[src/rtl/core/hsv_to_rgb_pixel_defines.svh]
// ----------------------------------------------------------------------------
// hsv_to_rgb_pixel assertion macros
// clocked property checks, compiled out when SYNTH is defined
// ----------------------------------------------------------------------------
`ifndef HSV_TO_RGB_PIXEL_DEFINES_SVH
`define HSV_TO_RGB_PIXEL_DEFINES_SVH

`ifndef SYNTH
`define H2R_ASSERT(name, clk, rst_n, prop) \
  name: assert property (@(posedge clk) disable iff (!rst_n) prop) \
    else $error("hsv_to_rgb_pixel assertion failed");
`define H2R_ASSERT_ALWAYS(name, clk, prop) \
  name: assert property (@(posedge clk) prop) \
    else $error("hsv_to_rgb_pixel assertion failed");
`else
`define H2R_ASSERT(name, clk, rst_n, prop)
`define H2R_ASSERT_ALWAYS(name, clk, prop)
`endif

`endif

[src/rtl/core/h2r_pkg.sv]
// ----------------------------------------------------------------------------
// h2r_pkg
// types, constants and helpers of the hsv to rgb pixel converter
// ----------------------------------------------------------------------------
`timescale 1ns / 1ps

package h2r_pkg;

  localparam int unsigned ChanW  = 8;
  localparam int unsigned HueW   = 9;
  localparam int unsigned ProdW  = 16;
  localparam int unsigned PosW   = 6;
  localparam int unsigned NumW   = 24;
  localparam int unsigned RecipW = 18;
  localparam int unsigned QuotW  = 9;
  localparam int unsigned RecipShift = 32;

  // rounding divide by 2 * 15300 done as multiply by floor(2^32 / 30600)
  localparam logic [14:0]       DivC   = 15'd30600;
  localparam logic [RecipW-1:0] RecipC = 18'd140358;
  localparam logic [NumW-1:0]   BiasC  = 24'd15300;
  localparam logic [7:0]        LowMulC = 8'd120;

  localparam logic [HueW-1:0] Hue60  = 9'd60;
  localparam logic [HueW-1:0] Hue120 = 9'd120;
  localparam logic [HueW-1:0] Hue180 = 9'd180;
  localparam logic [HueW-1:0] Hue240 = 9'd240;
  localparam logic [HueW-1:0] Hue300 = 9'd300;
  localparam logic [HueW-1:0] Hue360 = 9'd360;
  localparam logic [HueW-1:0] Hue480 = 9'd480;

  typedef enum logic [2:0] {
    SEC_RED_GRN  = 3'd0,
    SEC_GRN_RED  = 3'd1,
    SEC_GRN_BLU  = 3'd2,
    SEC_BLU_GRN  = 3'd3,
    SEC_BLU_RED  = 3'd4,
    SEC_RED_BLU  = 3'd5
  } h2r_sector_e;

  // estimate is exact or one low; fix it and saturate
  function automatic logic [ChanW-1:0] h2r_fix(input logic [NumW-1:0] num,
                                               input logic [QuotW-1:0] est);
    logic [NumW-1:0] prod;
    logic [NumW-1:0] rem;
    logic [QuotW:0]  quo;
    prod = NumW'(est) * NumW'(DivC);
    rem  = num - prod;
    quo  = {1'b0, est} + ((rem >= NumW'(DivC)) ? (QuotW+1)'(1) : (QuotW+1)'(0));
    return (quo > (QuotW+1)'(255)) ? 8'hff : quo[ChanW-1:0];
  endfunction

endpackage

[src/rtl/core/hsv_to_rgb_pixel.sv]
// ----------------------------------------------------------------------------
// hsv_to_rgb_pixel
// converts hue, saturation, value and alpha into rounded rgb bytes and alpha
// ----------------------------------------------------------------------------
//
//  channel | signals                                      | dir
//  --------+----------------------------------------------+-----
//  pixel   | valid_i, stall_o, hue_i, saturation_i,       | in
//          | brightness_i, alpha_in_i                     |
//  color   | valid_o, stall_i, red_o, green_o, blue_o,    | out
//          | alpha_out_o                                  |
//
//  one item per cycle unless stall_i holds the output; four register stages in
//  order: product, numerators, reciprocal, fix and select
//  each stage holds while the one after it is full and held; empty stages fill
//  reset clears the valid bits only, no item is lost or repeated on a stall
// ----------------------------------------------------------------------------
`timescale 1ns / 1ps
`include "hsv_to_rgb_pixel_defines.svh"

module hsv_to_rgb_pixel (
  input  logic                       clk_i,
  input  logic                       rst_ni,
  input  logic                       valid_i,
  output logic                       stall_o,
  input  logic [h2r_pkg::HueW-1:0]   hue_i,
  input  logic [h2r_pkg::ChanW-1:0]  saturation_i,
  input  logic [h2r_pkg::ChanW-1:0]  brightness_i,
  input  logic [h2r_pkg::ChanW-1:0]  alpha_in_i,
  output logic                       valid_o,
  input  logic                       stall_i,
  output logic [h2r_pkg::ChanW-1:0]  red_o,
  output logic [h2r_pkg::ChanW-1:0]  green_o,
  output logic [h2r_pkg::ChanW-1:0]  blue_o,
  output logic [h2r_pkg::ChanW-1:0]  alpha_out_o
);
  import h2r_pkg::*;

  logic en1, en2, en3, en4;
  logic vld1_q, vld2_q, vld3_q, vld4_q;

  // stage 1
  logic [ChanW-1:0] v1_q, a1_q;
  logic [ProdW-1:0] vs1_q;
  logic [PosW-1:0]  pos1_q;
  h2r_sector_e      sec1_q;
  logic [HueW-1:0]  hmod;
  logic [HueW-1:0]  pos_full;
  h2r_sector_e      sec_d;

  // stage 2
  logic [ChanW-1:0] v2_q, a2_q;
  h2r_sector_e      sec2_q;
  logic [NumW-1:0]  nlow2_q, nramp2_q;
  logic [ProdW-1:0] x2;
  logic [NumW-1:0]  nlow_d;
  logic [NumW-1:0]  nramp_d;

  // stage 3
  logic [ChanW-1:0] v3_q, a3_q;
  h2r_sector_e      sec3_q;
  logic [NumW-1:0]  nlow3_q, nramp3_q;
  logic [QuotW-1:0] qlow3_q, qramp3_q;
  logic [NumW+RecipW-1:0] plow, pramp;

  // stage 4
  logic [ChanW-1:0] low4, ramp4;
  logic [ChanW-1:0] red_q, green_q, blue_q, alpha_q;
  logic [ChanW-1:0] red_d, green_d, blue_d;

  assign en4     = !vld4_q || !stall_i;
  assign en3     = !vld3_q || en4;
  assign en2     = !vld2_q || en3;
  assign en1     = !vld1_q || en2;
  assign stall_o = !en1;

  always_ff @(posedge clk_i or negedge rst_ni) begin
    if (!rst_ni) begin
      vld1_q <= 1'b0;
      vld2_q <= 1'b0;
      vld3_q <= 1'b0;
      vld4_q <= 1'b0;
    end else begin
      if (en1) vld1_q <= valid_i;
      if (en2) vld2_q <= vld1_q;
      if (en3) vld3_q <= vld2_q;
      if (en4) vld4_q <= vld3_q;
    end
  end

  // hue mod 120 and sector
  always_comb begin
    if (hue_i < Hue120)      hmod = hue_i;
    else if (hue_i < Hue240) hmod = hue_i - Hue120;
    else if (hue_i < Hue360) hmod = hue_i - Hue240;
    else if (hue_i < Hue480) hmod = hue_i - Hue360;
    else                     hmod = hue_i - Hue480;
    pos_full = (hmod <= Hue60) ? hmod : (Hue120 - hmod);
    if (hue_i < Hue60)       sec_d = SEC_RED_GRN;
    else if (hue_i < Hue120) sec_d = SEC_GRN_RED;
    else if (hue_i < Hue180) sec_d = SEC_GRN_BLU;
    else if (hue_i < Hue240) sec_d = SEC_BLU_GRN;
    else if (hue_i < Hue300) sec_d = SEC_BLU_RED;
    else                     sec_d = SEC_RED_BLU;
  end

  always_ff @(posedge clk_i) begin
    if (en1 && valid_i) begin
      v1_q   <= brightness_i;
      a1_q   <= alpha_in_i;
      vs1_q  <= ProdW'(brightness_i) * ProdW'(saturation_i);
      pos1_q <= pos_full[PosW-1:0];
      sec1_q <= sec_d;
    end
  end

  // numerators over the common denominator, doubled for rounding
  assign x2      = (ProdW'(v1_q) << 8) - ProdW'(v1_q) - vs1_q;
  assign nlow_d  = NumW'(x2) * NumW'(LowMulC) + BiasC;
  assign nramp_d = nlow_d + ((NumW'(vs1_q) * NumW'(pos1_q)) << 1);

  always_ff @(posedge clk_i) begin
    if (en2 && vld1_q) begin
      v2_q     <= v1_q;
      a2_q     <= a1_q;
      sec2_q   <= sec1_q;
      nlow2_q  <= nlow_d;
      nramp2_q <= nramp_d;
    end
  end

  assign plow  = (NumW+RecipW)'(nlow2_q) * (NumW+RecipW)'(RecipC);
  assign pramp = (NumW+RecipW)'(nramp2_q) * (NumW+RecipW)'(RecipC);

  always_ff @(posedge clk_i) begin
    if (en3 && vld2_q) begin
      v3_q     <= v2_q;
      a3_q     <= a2_q;
      sec3_q   <= sec2_q;
      nlow3_q  <= nlow2_q;
      nramp3_q <= nramp2_q;
      qlow3_q  <= plow[RecipShift +: QuotW];
      qramp3_q <= pramp[RecipShift +: QuotW];
    end
  end

  assign low4  = h2r_fix(nlow3_q, qlow3_q);
  assign ramp4 = h2r_fix(nramp3_q, qramp3_q);

  always_comb begin
    case (sec3_q)
      SEC_RED_GRN: begin red_d = v3_q;  green_d = ramp4; blue_d = low4;  end
      SEC_GRN_RED: begin red_d = ramp4; green_d = v3_q;  blue_d = low4;  end
      SEC_GRN_BLU: begin red_d = low4;  green_d = v3_q;  blue_d = ramp4; end
      SEC_BLU_GRN: begin red_d = low4;  green_d = ramp4; blue_d = v3_q;  end
      SEC_BLU_RED: begin red_d = ramp4; green_d = low4;  blue_d = v3_q;  end
      default:     begin red_d = v3_q;  green_d = low4;  blue_d = ramp4; end
    endcase
  end

  always_ff @(posedge clk_i) begin
    if (en4 && vld3_q) begin
      red_q   <= red_d;
      green_q <= green_d;
      blue_q  <= blue_d;
      alpha_q <= a3_q;
    end
  end

  assign valid_o     = vld4_q;
  assign red_o       = red_q;
  assign green_o     = green_q;
  assign blue_o      = blue_q;
  assign alpha_out_o = alpha_q;

  `H2R_ASSERT_ALWAYS(a_stall_only_when_full, clk_i, stall_o |-> (valid_o && stall_i))
  `H2R_ASSERT(a_low_not_above_ramp, clk_i, rst_ni, vld3_q |-> (low4 <= ramp4))
  `H2R_ASSERT(a_ramp_not_above_full, clk_i, rst_ni, vld3_q |-> (ramp4 <= v3_q))
  `H2R_ASSERT(a_out_from_stage3, clk_i, rst_ni, $rose(valid_o) |-> $past(vld3_q))

endmodule

[config.mk]
export PLATFORM = sky130hd
export DESIGN_NAME = hsv_to_rgb_pixel
export DESIGN_NICKNAME = d
export VERILOG_FILES = /design/src/rtl/core/h2r_pkg.sv /design/src/rtl/core/hsv_to_rgb_pixel.sv
export VERILOG_INCLUDE_DIRS = /design/src /design/src/rtl/core
export SDC_FILE = /design/constraint.sdc
export NUM_CORES = 2
export LEC_CHECK = 0
export ABC_AREA = 1
export CORE_AREA = 4 4 274 276
export DETAILED_ROUTE_END_ITERATION = 12
export DIE_AREA = 0 0 278 280
export DONT_BUFFER_PORTS = 1
export SYNTH_ARGS = -nofsm -noshare
export SYNTH_HDL_FRONTEND = slang
export SYNTH_SLANG_ARGS = --single-unit
[constraint.sdc]
create_clock -name clk_i -period 8.5 [get_ports clk_i]
set_input_delay 0.425 -clock clk_i [delete_from_list [all_inputs] [get_ports clk_i]]
set_output_delay 0.425 -clock clk_i [all_outputs]
set_load 0.02 [all_outputs]
==> impl_metrics.py <==
metrics = {
    "outcome": {
        "status": "finished clean",
    },
    "detailed_routing": {
        "wire_per_inst_um": 15.8,
        "postRouteWirelength_um": 79300,
        "viasPerCell": 5.05,
        "detail-route-antenna-nets": 0,
        "drt-initial-drc-count": 1313,
        "drc": 0,
        "num_vias": 25300,
        "first_pass_iters": 6,
    },
    "logic_synthesis": {
        "synth-simple-area-share_pct": 18.1,
        "mappedNetlistNets": 4934,
        "ys_seq_elements": 219,
        "seq_area_frac_synth_pct": 19.8,
        "synth_ff_type": "edfxtp_1",
        "synthAdderAreaFrac_pct": 40.7,
        "synthTopCellsByArea": "ha_1, edfxtp_1, fa_1",
        "ys.warnings.count": 0,
        "ys_top_cells_by_count": "inv_1, nand2_1, ha_1",
        "synth_top_family_by_area": "adder cells",
        "synth_most_common_cell": "inv_1",
        "syn_area_per_cell_um2": 8.25,
        "syn_inst": 4009,
        "yosys.area_share.xor_xnor_pct": 3.73,
        "synth.largest_area_cell": "ha_1",
        "synth_async_sr_flop_share_pct": 1.83,
        "syn_area_mm2": 0.0331,
        "yosys.cell_types.count": 53,
        "synth_top_area_share_pct": 21.8,
        "synth_edf_count": 215,
        "muxShareOfSynthArea_pct": 0,
        "synth-compound-area-share_pct": 7.35,
    },
    "sta": {
        "slew-limit-headroom_pct": 37.2,
        "fin_ws_ns": 0.536,
        "setup_viol": 0,
        "fin_crit_ns": 7.96,
        "finalCritPeriodShare_pct": 93.7,
        "slew_violations": 0,
        "finalClockSkew_ns": 0.0202,
        "hold_viol": 0,
        "setup_tns_ns": 0,
        "worstMarginPinSlew_ns": 0.942,
        "clock.fmax_ghz": 0.126,
    },
    "finish": {
        "layout-drive-gt1-share_pct": 2.71,
        "area_delta_synth_final_pct": 6.88,
        "fin_nets": 4962,
        "final_cell_area_mm2": 0.0354,
        "fillers": 7167,
        "antenna_cells": 0,
        "fin_cells": 5016,
    },
    "place": {
        "placed_cells": 4939,
        "gp_congestion": 0.892,
        "place_area_mm2": 0.0342,
        "dp_slack_ns": 0.705,
        "io_buffers": 0,
        "hpwl_um": 66900,
    },
    "min_path": {
        "min_path_type": "input port to flip-flop",
    },
    "worst_setup_path": {
        "critPathBufInv": 4,
        "required_ns": 8.80,
        "crit_slowest_cell": "fa_1",
        "crit_path_start_kind": "flip-flop",
        "cp_max_fo": 8,
        "criticalPathCategory": "flip-flop to flip-flop",
        "cp_slowest_stage_delay_ns": 0.65,
        "critPathCaptureType": "flip-flop",
        "crit_family": "adder cells",
        "r2r_slack_ns": 0.54,
        "arrival_ns": 8.26,
        "cp_common_cell": "nand2_1",
    },
    "cts": {
        "cts_buffer_depth": 3,
        "cts_sinks": 219,
        "htree_num_levels": 1,
        "cts_tree": "yes",
        "clkLatencyLatePin_ns": 0.57,
        "path_clk_slew_ns": 0.06,
        "cts_buffers": 29,
        "root_buffer": "clkbuf_16",
    },
    "floorplan": {
        "coreArea_mm2": 0.0726,
        "die_h_um": 280,
        "dieArea_mm2": 0.0778,
        "start_util_pct": 45.6,
        "chipWidth_um": 278,
        "rows": 99,
        "io_pins": 71,
    },
    "global_route": {
        "grt_antenna_before_repair": 1,
        "grt-ovfl-total": 0,
        "grt_pass1_wl_um": 132000,
        "grt_max_degree": 64,
        "grt_pass1_vias": 25500,
        "track_usage_pct": 20.6,
    },
    "job": {
        "drv_cap": 0,
    },
}
==> logic make-up (layout without fill, tap and decap cells) <==
logic type / after synthesis / after routing
and+or+nand+nor: 1415 / 1415
buffers and inverters: 914 / 962
adders and majority gates: 888 / 888
AOI/OAI and AO/OA: 435 / 435
DFF: 219 / 219
xor gates and xnor gates: 138 / 138
==> layout by cell type (no fill, tap or decap), types with 5 or more instances in the layout <==
cell type,n
or2_2,5
nor2_4,6
nand2_1,867
edfxtp_1,215
nor2_1,209
o21bai_1,14
buf_4,10
clkinv_1,5
xor2_1,87
inv_1,875
fa_1,312
o21ai_0,107
nand3b_1,12
o21a_1,7
xnor2_1,49
nand3_1,190
nor4_1,9
nand2_2,21
nand4_1,36
dlygate4sd3_1,21
ha_1,576
clkinv_2,6
a31oi_1,16
nand3_2,6
clkbuf_16,29
nand2_4,5
a21o_1,28
o211ai_1,7
a21oi_1,221
nor3_1,36
o31ai_1,8
==> metrics by stage <==
| step | utilization, % | hold WS (ns) |
|---|---|---|
| 2_1_floorplan | - | 0.129 |
| 3_3_place_gp | 47.1 | 0.130 |
| 3_5_place_dp | 47.1 | 0.129 |
| 4_1_cts | 48.7 | 0.0344 |
| 5_1_grt | 48.7 | 0.0635 |
| 6_report | 48.7 | 0.0831 |
==> routing by layer <==
layer / up-vias / GRT usage [%] / wire (um)
li1: 12900 / - / -
met1: 12000 / 28.5 / 37300
met2: 378 / 36.1 / 38200
met3: 64 / 1.84 / 2680
met4: 0 / 2.92 / 1050
met5: - / 0 / 0
==> area by class of cell <==
cell class / count / area, um^2 / share of cell area, %
Multi-Input combinational cell: 2876 / 23100 / 65.4
Sequential cell: 219 / 6560 / 18.5
Inverter: 880 / 3310 / 9.35
Tap cell: 959 / 1200 / 3.39
Clock buffer: 32 / 737 / 2.08
Timing Repair Buffer: 31 / 285 / 0.807
Clock inverter: 19 / 164 / 0.463
==> state kept, by name, summed over array words and instances, names as in the netlist, 8 cells and up <==
register	flops
nlow2_q	21
alpha_out_o	8
vs1_q	16
qramp3_q	9
a1_q	8
v1_q	8
nlow3_q	21
a2_q	8
nramp2_q	23
green_o	8
nramp3_q	21
a3_q	8
v2_q	8
red_o	8
v3_q	8
qlow3_q	9
blue_o	8
==> path summary, 6_finish.rpt <==
path | cells after the start | end | start
setup reg to reg | 34 | green_o[1] | qramp3_q[6]
hold reg to reg | 0 | alpha_out_o[5] | a3_q[5]
min in group asynchronous | 1 | vld1_q | rst_ni
max in group asynchronous | 1 | valid_o | rst_ni
setup / recovery | 34 | green_o[1] | qramp3_q[6]
hold / removal | 1 | alpha_out_o[4] | stall_i
==> timing repair <==
item	in CTS	in global routing
setup endpoints to repair	0	9
resized for setup	0	0
hold buffers	21	0
hold endpoints to repair	24	0
buffers inserted	0	5
Power is left out: the tool's default activity adds up to more than one toggle a clock period on the data nets, which glitch-free logic cannot reach.
